### src/hdl/lsc_pkg.sv
package lsc_pkg;

  localparam int SENSOR_COUNT = 6;
  localparam int MV_W         = 12;
  localparam int POS_STEP     = 100;
  localparam int POS_OFFSET   = 250;

  localparam logic [MV_W-1:0] MV_FULL_SCALE   = 12'd3300;
  localparam logic [MV_W-1:0] THRESHOLD_RESET = 12'd1500;

  // One lane's product is at most 250 * 3300, which needs 21 signed bits.
  localparam int PROD_W = 21;
  // The weighted sum over all lanes stays within +/-1485000.
  localparam int SUM_W  = 22;
  // The magnitude of the weighted sum.
  localparam int REM_W  = 21;
  // The total weight is at most 6 * 3300.
  localparam int WT_W   = 15;
  // The quotient magnitude never exceeds 250.
  localparam int Q_W    = 8;
  localparam int CNT_W  = 3;
  localparam int POS_W  = 9;

  typedef struct packed {
    logic                     det;
    logic [MV_W-1:0]          wt;
    logic signed [PROD_W-1:0] prod;
  } lane_t;

  typedef struct packed {
    logic             neg;
    logic [REM_W-1:0] rem;
    logic [WT_W-1:0]  den;
    logic [Q_W-1:0]   quo;
    logic [CNT_W-1:0] count;
    logic             found;
  } div_t;

endpackage

### src/hdl/line_sensor_centroid.sv
// Pipeline: each input item passes the lane, merge, divider and output
// registers in turn; the pipeline holds up to 11 items.
// Throughput: one item per cycle unless in_stall is high; an 8-stage restoring
// divider, one quotient bit per stage, sets the depth of the pipeline. A held
// result stalls the input only once all 11 stages are full.
// Reset: rst_n is synchronous and active low; it empties the pipeline and
// sets the threshold register to 1500 mV.
module line_sensor_centroid (
  input  logic                             clk,
  input  logic                             rst_n,
  // Input channel: one frame of sensor readings per item.
  input  logic                             in_valid,
  output logic                             in_stall,
  input  logic [lsc_pkg::MV_W-1:0]         in_sample_s0,
  input  logic [lsc_pkg::MV_W-1:0]         in_sample_s1,
  input  logic [lsc_pkg::MV_W-1:0]         in_sample_s2,
  input  logic [lsc_pkg::MV_W-1:0]         in_sample_s3,
  input  logic [lsc_pkg::MV_W-1:0]         in_sample_s4,
  input  logic [lsc_pkg::MV_W-1:0]         in_sample_s5,
  // Result channel.
  output logic                             out_valid,
  input  logic                             out_stall,
  output logic signed [lsc_pkg::POS_W-1:0] out_centroid_pos,
  output logic [lsc_pkg::CNT_W-1:0]        out_sensor_hits,
  output logic                             out_line_found,
  // Threshold register write port.
  input  logic                             cfg_valid,
  output logic                             cfg_ready,
  input  logic [lsc_pkg::MV_W-1:0]         cfg_threshold_mv
);

  // Stage 0 holds the lane registers, stage 1 the merged sums, stages 2
  // through 9 the divider, and the last stage the output register.
  localparam int NST     = lsc_pkg::Q_W + 3;
  localparam int ST_LANE = 0;
  localparam int ST_MRG  = 1;
  localparam int ST_DIV  = 2;
  localparam int ST_OUT  = NST - 1;

  logic [lsc_pkg::MV_W-1:0] threshold_r;
  logic [NST-1:0]           valid_r;
  logic [NST-1:0]           valid_nxt;
  logic [NST-1:0]           ready;

  logic [lsc_pkg::MV_W-1:0] samples [lsc_pkg::SENSOR_COUNT];
  lsc_pkg::lane_t           lanes   [lsc_pkg::SENSOR_COUNT];
  lsc_pkg::div_t            div_q   [lsc_pkg::Q_W+1];

  logic signed [lsc_pkg::POS_W-1:0] pos_r;
  logic signed [lsc_pkg::POS_W-1:0] pos_nxt;
  logic [lsc_pkg::CNT_W-1:0]        count_r;
  logic                             found_r;
  logic signed [lsc_pkg::POS_W-1:0] quo_ext;

  // The register is always ready; the user must write it only while the block idles (not enforced here).
  assign cfg_ready = 1'b1;

  always_ff @(posedge clk) begin
    if (!rst_n) begin
      threshold_r <= lsc_pkg::THRESHOLD_RESET;
    end else if (cfg_valid && cfg_ready) begin
      threshold_r <= cfg_threshold_mv;
    end
  end

  // A stage can take a new item when it is empty or when its own item moves
  // on in the same cycle. Bubbles collapse, so input keeps flowing while a
  // finished result waits at the output.
  always_comb begin
    ready[ST_OUT] = !valid_r[ST_OUT] || !out_stall;
    for (int k = ST_OUT - 1; k >= 0; k--) begin
      ready[k] = !valid_r[k] || ready[k+1];
    end
    if (ready[ST_LANE]) begin
      valid_nxt[ST_LANE] = in_valid;
    end else begin
      valid_nxt[ST_LANE] = valid_r[ST_LANE];
    end
    for (int k = 1; k < NST; k++) begin
      if (ready[k]) begin
        valid_nxt[k] = valid_r[k-1];
      end else begin
        valid_nxt[k] = valid_r[k];
      end
    end
  end

  assign in_stall = !ready[ST_LANE];

  always_ff @(posedge clk) begin
    if (!rst_n) begin
      valid_r <= '0;
    end else begin
      valid_r <= valid_nxt;
    end
  end

  assign samples[0] = in_sample_s0;
  assign samples[1] = in_sample_s1;
  assign samples[2] = in_sample_s2;
  assign samples[3] = in_sample_s3;
  assign samples[4] = in_sample_s4;
  assign samples[5] = in_sample_s5;

  // Each lane saturates, thresholds and weights one sensor.
  for (genvar i = 0; i < lsc_pkg::SENSOR_COUNT; i++) begin : g_lane
    lsc_lane #(
      .LANE(i)
    ) u_lane (
      .clk      (clk),
      .en       (ready[ST_LANE]),
      .sample   (samples[i]),
      .threshold(threshold_r),
      .lane_r   (lanes[i])
    );
  end

  // The merge adds the lane products and weights, counts the detected sensors
  // and splits off the sign, so the divider works on magnitudes.
  lsc_merge u_merge (
    .clk  (clk),
    .en   (ready[ST_MRG]),
    .lanes(lanes),
    .div_r(div_q[0])
  );

  // Restoring division, most significant quotient bit first. The quotient
  // never exceeds 250, so eight bits suffice and the first remainder is
  // always below the divisor shifted by eight.
  for (genvar j = 0; j < lsc_pkg::Q_W; j++) begin : g_div
    lsc_div_stage #(
      .BIT(lsc_pkg::Q_W - 1 - j)
    ) u_div (
      .clk   (clk),
      .en    (ready[ST_DIV + j]),
      .div_in(div_q[j]),
      .div_r (div_q[j+1])
    );
  end

  // Truncation toward zero comes from dividing the magnitude and then
  // restoring the sign. With zero total weight the divider output is
  // meaningless, and the position is forced to zero.
  always_comb begin
    quo_ext = $signed({1'b0, div_q[lsc_pkg::Q_W].quo});
    if (!div_q[lsc_pkg::Q_W].found) begin
      pos_nxt = '0;
    end else if (div_q[lsc_pkg::Q_W].neg) begin
      pos_nxt = -quo_ext;
    end else begin
      pos_nxt = quo_ext;
    end
  end

  always_ff @(posedge clk) begin
    if (ready[ST_OUT]) begin
      pos_r   <= pos_nxt;
      count_r <= div_q[lsc_pkg::Q_W].count;
      found_r <= div_q[lsc_pkg::Q_W].found;
    end
  end

  assign out_valid        = valid_r[ST_OUT];
  assign out_centroid_pos = pos_r;
  assign out_sensor_hits  = count_r;
  assign out_line_found   = found_r;

  // A result always lies within the span of the outer sensors.
  a_pos_range: assert property (@(posedge clk) disable iff (!rst_n)
    out_valid |-> (out_centroid_pos >= -250 && out_centroid_pos <= 250))
    else $error("line position out of range");

  // Without any weight the position must be zero.
  a_zero_pos: assert property (@(posedge clk) disable iff (!rst_n)
    (out_valid && !out_line_found) |-> (out_centroid_pos == 0))
    else $error("nonzero position without weight");

  // Weight implies at least one detected sensor, and never more than six.
  a_count: assert property (@(posedge clk) disable iff (!rst_n)
    out_valid |-> (out_sensor_hits <= 3'd6 &&
                   (!out_line_found || out_sensor_hits != 3'd0)))
    else $error("detected count inconsistent");

  // With the output side free, the pipeline never pushes back on input.
  a_no_stall: assert property (@(posedge clk) disable iff (!rst_n)
    !out_stall |-> !in_stall)
    else $error("input stalled while output is free");

endmodule

### src/hdl/lsc_lane.sv
module lsc_lane #(
  parameter int LANE = 0
) (
  input  logic                        clk,
  input  logic                        en,
  input  logic [lsc_pkg::MV_W-1:0]    sample,
  input  logic [lsc_pkg::MV_W-1:0]    threshold,
  output lsc_pkg::lane_t              lane_r
);

  localparam logic signed [lsc_pkg::PROD_W-1:0] POS =
    lsc_pkg::PROD_W'(LANE * lsc_pkg::POS_STEP - lsc_pkg::POS_OFFSET);

  logic [lsc_pkg::MV_W-1:0] sat;
  lsc_pkg::lane_t           lane_nxt;

  always_comb begin
    sat = (sample > lsc_pkg::MV_FULL_SCALE) ? lsc_pkg::MV_FULL_SCALE : sample;
    lane_nxt.det = (sat >= threshold);
    lane_nxt.wt  = lane_nxt.det ? sat : '0;
    lane_nxt.prod = POS *
      $signed({{(lsc_pkg::PROD_W-lsc_pkg::MV_W){1'b0}}, lane_nxt.wt});
  end

  always_ff @(posedge clk) begin
    if (en) begin
      lane_r <= lane_nxt;
    end
  end

endmodule

### src/hdl/lsc_merge.sv
module lsc_merge (
  input  logic           clk,
  input  logic           en,
  input  lsc_pkg::lane_t lanes [lsc_pkg::SENSOR_COUNT],
  output lsc_pkg::div_t  div_r
);

  logic signed [lsc_pkg::SUM_W-1:0] sum;
  logic [lsc_pkg::WT_W-1:0]         wt;
  logic [lsc_pkg::CNT_W-1:0]        cnt;
  logic signed [lsc_pkg::SUM_W-1:0] mag;
  lsc_pkg::div_t                    div_nxt;

  always_comb begin
    sum = '0;
    wt  = '0;
    cnt = '0;
    for (int i = 0; i < lsc_pkg::SENSOR_COUNT; i++) begin
      sum = sum + lsc_pkg::SUM_W'(lanes[i].prod);
      wt  = wt + lsc_pkg::WT_W'(lanes[i].wt);
      cnt = cnt + lsc_pkg::CNT_W'(lanes[i].det);
    end
    mag = (sum < 0) ? -sum : sum;
    div_nxt.neg   = (sum < 0);
    div_nxt.rem   = mag[lsc_pkg::REM_W-1:0];
    div_nxt.den   = wt;
    div_nxt.quo   = '0;
    div_nxt.count = cnt;
    div_nxt.found = (wt != '0);
  end

  always_ff @(posedge clk) begin
    if (en) begin
      div_r <= div_nxt;
    end
  end

endmodule

### src/hdl/lsc_div_stage.sv
module lsc_div_stage #(
  parameter int BIT = 0
) (
  input  logic          clk,
  input  logic          en,
  input  lsc_pkg::div_t div_in,
  output lsc_pkg::div_t div_r
);

  localparam int CMP_W = lsc_pkg::WT_W + lsc_pkg::Q_W;

  logic [CMP_W-1:0] rem_ext;
  logic [CMP_W-1:0] shifted;
  logic [CMP_W-1:0] diff;
  lsc_pkg::div_t    div_nxt;

  always_comb begin
    rem_ext = CMP_W'(div_in.rem);
    shifted = CMP_W'(div_in.den) << BIT;
    diff    = rem_ext - shifted;
    div_nxt = div_in;
    if (rem_ext >= shifted) begin
      div_nxt.rem      = diff[lsc_pkg::REM_W-1:0];
      div_nxt.quo[BIT] = 1'b1;
    end
  end

  always_ff @(posedge clk) begin
    if (en) begin
      div_r <= div_nxt;
    end
  end

endmodule

### config.mk
export PLATFORM = sky130hd
export DESIGN_NAME = line_sensor_centroid
export DESIGN_NICKNAME = d
export VERILOG_FILES = /design/src/hdl/lsc_pkg.sv /design/src/hdl/line_sensor_centroid.sv /design/src/hdl/lsc_lane.sv /design/src/hdl/lsc_merge.sv /design/src/hdl/lsc_div_stage.sv
export SDC_FILE = /design/constraint.sdc
export NUM_CORES = 2
export LEC_CHECK = 0
export BUFFER_PORTS_ARGS = -buffer_cell sky130_fd_sc_hd__buf_2
export CAP_MARGIN = 40
export CORE_MARGIN = 2
export CORE_UTILIZATION = 56
export CTS_CLUSTER_SIZE = 25
export DETAILED_ROUTE_END_ITERATION = 12
export HOLD_SLACK_MARGIN = 0.02
export PLACE_DENSITY = 0.7
export SLEW_MARGIN = 20
export SYNTH_ARGS = -nofsm -noshare
export SYNTH_HDL_FRONTEND = slang
export SYNTH_HIERARCHICAL = 1
export SYNTH_SLANG_ARGS = --single-unit
### constraint.sdc
create_clock -name clk -period 19.06 [get_ports clk]
set_input_delay 1.906 -clock clk [delete_from_list [all_inputs] [get_ports clk]]
set_output_delay 1.906 -clock clk [all_outputs]
set_load 0.03 [all_outputs]
=== Yosys cells after proc, flatten, opt, wreduce, memory -nomap -nowiden ===
Index checks and enable logic that the tools add are counted.

* Add/sub/neg operators: 24
* Multiply operators: 6
* Div/mod/pow operators: 0
* Magnitude comparators: 21
* Equality and inequality tests: 0
* Shift operators: 0
* Mux-type cells: 21
* Bitwise gates (word level): 0
* Reductions and logical operators: 26

{| class="wikitable"
|+ Operators with widths
! kind !! count
|-
| $mux W21 || 8
|-
| $mux W12 || 12
|-
| $ge A12 B12 Y1 || 6
|-
| $gt A12 B12 Y1 const B || 6
|-
| $add A15 B12 Y15 || 4
|-
| $add A22 B21 Y22 || 2
|-
| $sub A21 B21 Y21 || 2
|-
| $mul A8 B13 Y20 const A || 2
|-
| $mul A7 B12 Y19 const A || 2
|-
| $add A21 B21 Y22 || 1
|-
| $add A22 B19 Y22 || 1
|-
| $add A22 B20 Y22 || 1
|-
| $ge A21 B22 Y1 || 1
|-
| $lt A22 B1 Y1 const B || 1
|-
| $ge A21 B15 Y1 || 1
|-
| $ge A21 B16 Y1 || 1
|-
| $ge A21 B17 Y1 || 1
|-
| $ge A21 B18 Y1 || 1
|-
| $ge A21 B19 Y1 || 1
|-
| $ge A21 B20 Y1 || 1
|-
| $ge A21 B21 Y1 || 1
|-
| $neg A21 Y21 || 1
|-
| $sub A21 B16 Y21 || 1
|-
| $sub A21 B17 Y21 || 1
|-
| 14 further kinds || 39
|}

* Bits in registers: 597
* Latch bits: 0
* RAM bits: 0
* Bits in read-only memories: 0
* Bits of input ports: 89
* Output and inout bits: 16
* Word-level logic and storage cells: 190
* Memories: 0

=== Logic depth before layout (Yosys ltp) ===
* Word-level depth: 13
* Mapped depth: 28

=== Modules after synthesis ===
The synthesis kept the hierarchy.

{| class="wikitable"
|+ By module, submodules not included
! module !! instances !! cells an instance !! area an instance (µm²) !! sequential area each (µm²)
|-
| lsc_merge || 1 || 727 || 6998.0 || 1231.2
|-
| lsc_lane at g_lane[5].u_lane || 1 || 352 || 3579.7 || 900.9
|-
| lsc_lane at g_lane[1].u_lane || 1 || 317 || 3387.0 || 930.9
|-
| lsc_lane at g_lane[4].u_lane || 1 || 286 || 3074.2 || 930.9
|-
| lsc_lane at g_lane[2].u_lane || 1 || 268 || 2916.5 || 930.9
|-
| lsc_lane at g_lane[0].u_lane || 1 || 265 || 2801.4 || 960.9
|-
| lsc_div_stage at g_div[3].u_div || 1 || 208 || 2730.1 || 1471.4
|-
| lsc_div_stage at g_div[7].u_div || 1 || 227 || 2706.3 || 1471.4
|-
| lsc_div_stage at g_div[6].u_div || 1 || 225 || 2607.5 || 1471.4
|-
| lsc_div_stage at g_div[5].u_div || 1 || 219 || 2606.2 || 1471.4
|-
| lsc_div_stage at g_div[4].u_div || 1 || 195 || 2593.7 || 1471.4
|-
| lsc_div_stage at g_div[2].u_div || 1 || 194 || 2539.9 || 1471.4
|-
| lsc_div_stage at g_div[0].u_div || 1 || 178 || 2516.2 || 1471.4
|-
| lsc_lane at g_lane[3].u_lane || 1 || 240 || 2506.2 || 810.8
|-
| +2 rows || n/a || n/a || n/a || n/a
|}

=== Worst setup path before layout ===
OpenSTA, ideal clock, no wires.

* Path type: input-to-reg
* From: in in_sample_s5[3] (netlist name)
* To: reg g_lane[5].u_lane/lane_r[17] (netlist name) (data pin)
* Setup time: 0.267 ns
* Data arrival time: 7.477 ns
* Setup slack: 11.316 ns
* Stages: 24
* Buffers on the path: 2
* Cell sequence: or2_2 > a21oi_1 > o22a_2 > clkbuf_1 > and2_1 > ha_1 > a21o_1 > a21o_1 > a21oi_1 > o21ai_1 > clkbuf_2 > and2_1 > fa_1 > inv_1 > fa_1 > fa_1 > fa_1 > inv_1 > ha_1 > o21ai_0 > nor2_1 > or3_1 > o41ai_1 > nor3_1

{| class="wikitable"
|+ RTL lines
! element !! line !! text
|-
| from (decl) || line_sensor_centroid.sv:19 || <nowiki>input logic [lsc_pkg::MV_W-1:0] in_sample_s5,</nowiki>
|-
| to (signal assigned) || lsc_lane.sv:27 || <nowiki>lane_r <= lane_nxt;</nowiki>
|-
| to (decl) || lsc_lane.sv:8 || <nowiki>output lsc_pkg::lane_t lane_r</nowiki>
|}

==> impl_metrics.prom <==
# TYPE chip_impl_metric gauge
chip_impl_metric{name="timing.max_cap.violations",unit=""} 0
chip_impl_metric{name="cp_max_fo",unit=""} 11
chip_impl_metric{name="wire_length_on_met3",unit="um"} 3511
chip_impl_metric{name="max-slew-margin-rel",unit=""} 0.4868
chip_impl_metric{name="clock_skew",unit="ns"} 0.04754
chip_impl_metric{name="finalHoldViolCount",unit=""} 0
chip_impl_info{name="r2r_start",value="threshold_r[9]"} 1
chip_impl_metric{name="design.core.area",unit="sq mm"} 0.08068
chip_impl_metric{name="cpPeakStageDelay",unit="ns"} 0.53
chip_impl_metric{name="timing.hold.ws",unit="ns"} 0.4116
chip_impl_metric{name="nets",unit=""} 5054
chip_impl_metric{name="io_pins",unit=""} 105
chip_impl_metric{name="clk_latency",unit="ns"} 0.64
chip_impl_metric{name="postCtsHoldBufs",unit=""} 0
chip_impl_metric{name="finalCritPeriodShare",unit=""} 0.4183
chip_impl_metric{name="row_count",unit=""} 104
chip_impl_info{name="crit_type",value="primary input to flip-flop"} 1
chip_impl_metric{name="via_per_inst",unit=""} 5.519
chip_impl_metric{name="cts-htree-levels",unit=""} 3
chip_impl_metric{name="worst_r2r_path_cells",unit=""} 25
chip_impl_metric{name="port_buf_inserts",unit=""} 103
chip_impl_info{name="hold_removal_path_class",value="flip-flop to flip-flop"} 1
chip_impl_metric{name="grt_pass1_vias",unit=""} 29790
chip_impl_metric{name="multi_input_area",unit="sq mm"} 0.02432
chip_impl_metric{name="met2_length",unit="um"} 50290
chip_impl_info{name="timing.critical_path.slowest_stage_cell",value="fa_1"} 1
chip_impl_metric{name="route.layer.met1.wl",unit="um"} 41350
chip_impl_info{name="status",value="complete, no violations"} 1
chip_impl_metric{name="route.detailed.wl_per_inst",unit="um"} 18.65
chip_impl_metric{name="achievable-frequency",unit="MHz"} 125.4
chip_impl_metric{name="initialDrtViolationCount",unit=""} 1602
chip_impl_metric{name="regToRegSetupSlack",unit="ns"} 12.76
chip_impl_metric{name="grt_antenna_before_repair",unit=""} 0
chip_impl_info{name="holdPathEnd",value="g_div[2].u_div/div_r[18]"} 1
chip_impl_metric{name="ratio_of_cells_with_drive_above_1_in_the_final_layout",unit=""} 0.1053
chip_impl_metric{name="slew_violations",unit=""} 0
chip_impl_metric{name="netlist_instances",unit=""} 4086
chip_impl_metric{name="floorplan.die.width",unit="um"} 289.9
chip_impl_metric{name="clock_sink_count",unit=""} 615
chip_impl_metric{name="hold_path_depth",unit=""} 0
chip_impl_metric{name="detailed_place.area",unit="sq mm"} 0.04734
chip_impl_info{name="unrepaired_setup_endpoints_after_global_routing",value="no"} 1
chip_impl_metric{name="vias",unit=""} 29340
chip_impl_metric{name="final-instance-count-excl-fill",unit=""} 5315
chip_impl_metric{name="place.gp.congestion",unit=""} 0.9106
chip_impl_metric{name="die_h",unit="um"} 289.9
chip_impl_metric{name="worst-endpoint-arrival",unit="ns"} 8.34
chip_impl_metric{name="clock_tree.buffer_depth",unit=""} 3
chip_impl_metric{name="grt_start_max_net_pins",unit=""} 69
chip_impl_metric{name="detail_route.first_pass.iterations",unit=""} 6
chip_impl_metric{name="cts.repair.resized",unit=""} 0
chip_impl_metric{name="track_usage",unit=""} 0.2393
chip_impl_metric{name="syn2layout_area_growth",unit="%"} 8.544
chip_impl_info{name="worst_r2r_endpoint",value="g_lane[1].u_lane/lane_r[17]"} 1
chip_impl_info{name="critPathMostFrequentCell",value="inv_1"} 1
chip_impl_metric{name="post-dp-hpwl",unit="um"} 79970
chip_impl_metric{name="drt_drc_violations_left",unit=""} 0
chip_impl_metric{name="grt_pass1_wl",unit="um"} 158700
chip_impl_info{name="cts.root.buffer_cell",value="clkbuf_16"} 1
chip_impl_metric{name="setup-violations-final",unit=""} 0
chip_impl_metric{name="cts.repair_timing.setup_buffer_count",unit=""} 0
chip_impl_info{name="holdCritStartpoint",value="g_div[1].u_div/div_r[18]"} 1
chip_impl_metric{name="area_of_all_placed_cells_without_fillers",unit="sq mm"} 0.04968
chip_impl_metric{name="final_antenna_net_count",unit=""} 0
chip_impl_metric{name="synthesis.area",unit="sq mm"} 0.04577
chip_impl_metric{name="post_route_setup_tns",unit="ns"} 0
chip_impl_metric{name="globalRouteOverflowTotal",unit=""} 0
chip_impl_info{name="endpoint_kind",value="flip-flop"} 1
chip_impl_metric{name="period_needed",unit="ns"} 7.973
chip_impl_metric{name="postSynthAreaPerCell",unit="sq um"} 11.20
chip_impl_metric{name="die_footprint",unit="sq mm"} 0.08403
chip_impl_metric{name="clk_pin_slew_worst_paths",unit="ns"} 0.05
chip_impl_metric{name="tightest_slew",unit="ns"} 0.7699
chip_impl_metric{name="routed_wirelength",unit="um"} 99100
chip_impl_metric{name="n_fill_cell",unit=""} 6532
chip_impl_info{name="highest_signal_layer",value="met4"} 1
chip_impl_metric{name="synth.yosys.warnings",unit=""} 6
chip_impl_info{name="cts_tree",value="built"} 1
chip_impl_metric{name="sequential_cell_area",unit="sq mm"} 0.01824
chip_impl_metric{name="floorplan.initialDensity",unit=""} 0.5673
chip_impl_metric{name="placed_cells",unit=""} 5186
chip_impl_metric{name="worst-endpoint-required",unit="ns"} 19.43
chip_impl_metric{name="cts_made_buffers",unit=""} 72
chip_impl_info{name="worst_setup_path_start_kind",value="primary input"} 1
[worst max-delay path by stage]
| stage | startpoint | end | slack (ns) | depth (start not counted) |
|---|---|---|---|---|
| after floorplan | in_sample_s5[3] | g_lane[5].u_lane/lane_r[17] | 11.32 | 24 |
| after global placement | in_sample_s1[11] | g_lane[1].u_lane/lane_r[17] | 10.35 | 28 |
| after detailed placement | in_sample_s1[11] | g_lane[1].u_lane/lane_r[17] | 10.23 | 28 |
| after CTS | in_sample_s1[11] | g_lane[1].u_lane/lane_r[17] | 10.86 | 28 |
| after global routing | in_sample_s5[3] | g_lane[5].u_lane/lane_r[17] | 10.71 | 25 |
| final | in_sample_s1[11] | g_lane[1].u_lane/lane_r[17] | 11.09 | 29 |
[placed cells by master (no fill, tap or decap), types with 12 or more instances in the layout]
cell type and instances:
and3_1 46, a21o_1 77, inv_1 686, mux2_2 35, buf_2 104, a211oi_1 25, a21oi_1 196, o21ai_0 125
and2_1 68, a31oi_1 14, o211ai_1 16, buf_4 19, mux2i_1 28, nand4_1 29, or3_1 14, nand2b_1 43
clkbuf_16 72, nor2_1 151, mux2_4 28, ha_1 520, nor2_2 12, dfxtp_1 23, xor2_1 69, xnor2_1 145
o31ai_1 13, nor3_1 39, nor2b_1 44, conb_1 20, fa_1 243, nor4_1 17, o21bai_1 19, a21oi_2 21
nand3_1 67, clkinv_2 13, o21ai_1 29, edfxtp_1 592, nand2_1 218, clkbuf_1 12, o21a_1 38
[worst max-delay path, delay by kind of cell]
kind            cells  cell delay [ns]
buf+inv             7             0.66
xor+xnor            1             0.07
simple gates        5             1.19
compound gates     10             2.00
fa+ha+maj           6             2.51
[flip-flops by register name, indices dropped and copies added, names as in the netlist]
name	cells
valid_r	11
g_div.u_div/div_r	356
out_centroid_pos	9
g_lane.u_lane/lane_r	182
out_line_found	1
out_sensor_hits	3
u_merge/div_r	41
threshold_r	12
[area by class of cell]
class	instances	share of cell area
inverters	690	0.05234
clock inverters	42	0.009596
diodes	1	0.00005038
clock buffers	84	0.03718
flip-flops and latches	615	0.3671
well taps	1060	0.02670
multi-input cells	2688	0.4896
repair buffers	135	0.01740
[metrics by stage]
step	util	worst slack, ns
final	0.6157	11.09
after global routing	0.6157	10.71
after CTS	0.6155	10.86
after detailed placement	0.5867	10.23
after global placement	0.5842	10.35
after floorplan	-	11.32
[routing by layer]
layer,GRT usage,up-vias
li1,-,14450
met4,0.09743,0
met2,0.4270,574
met5,0,-
met1,0.2947,14150
met3,0.02941,160
Power is not shown: default switching activity piles up to over one toggle a cycle in this logic, so the estimate is an artifact.
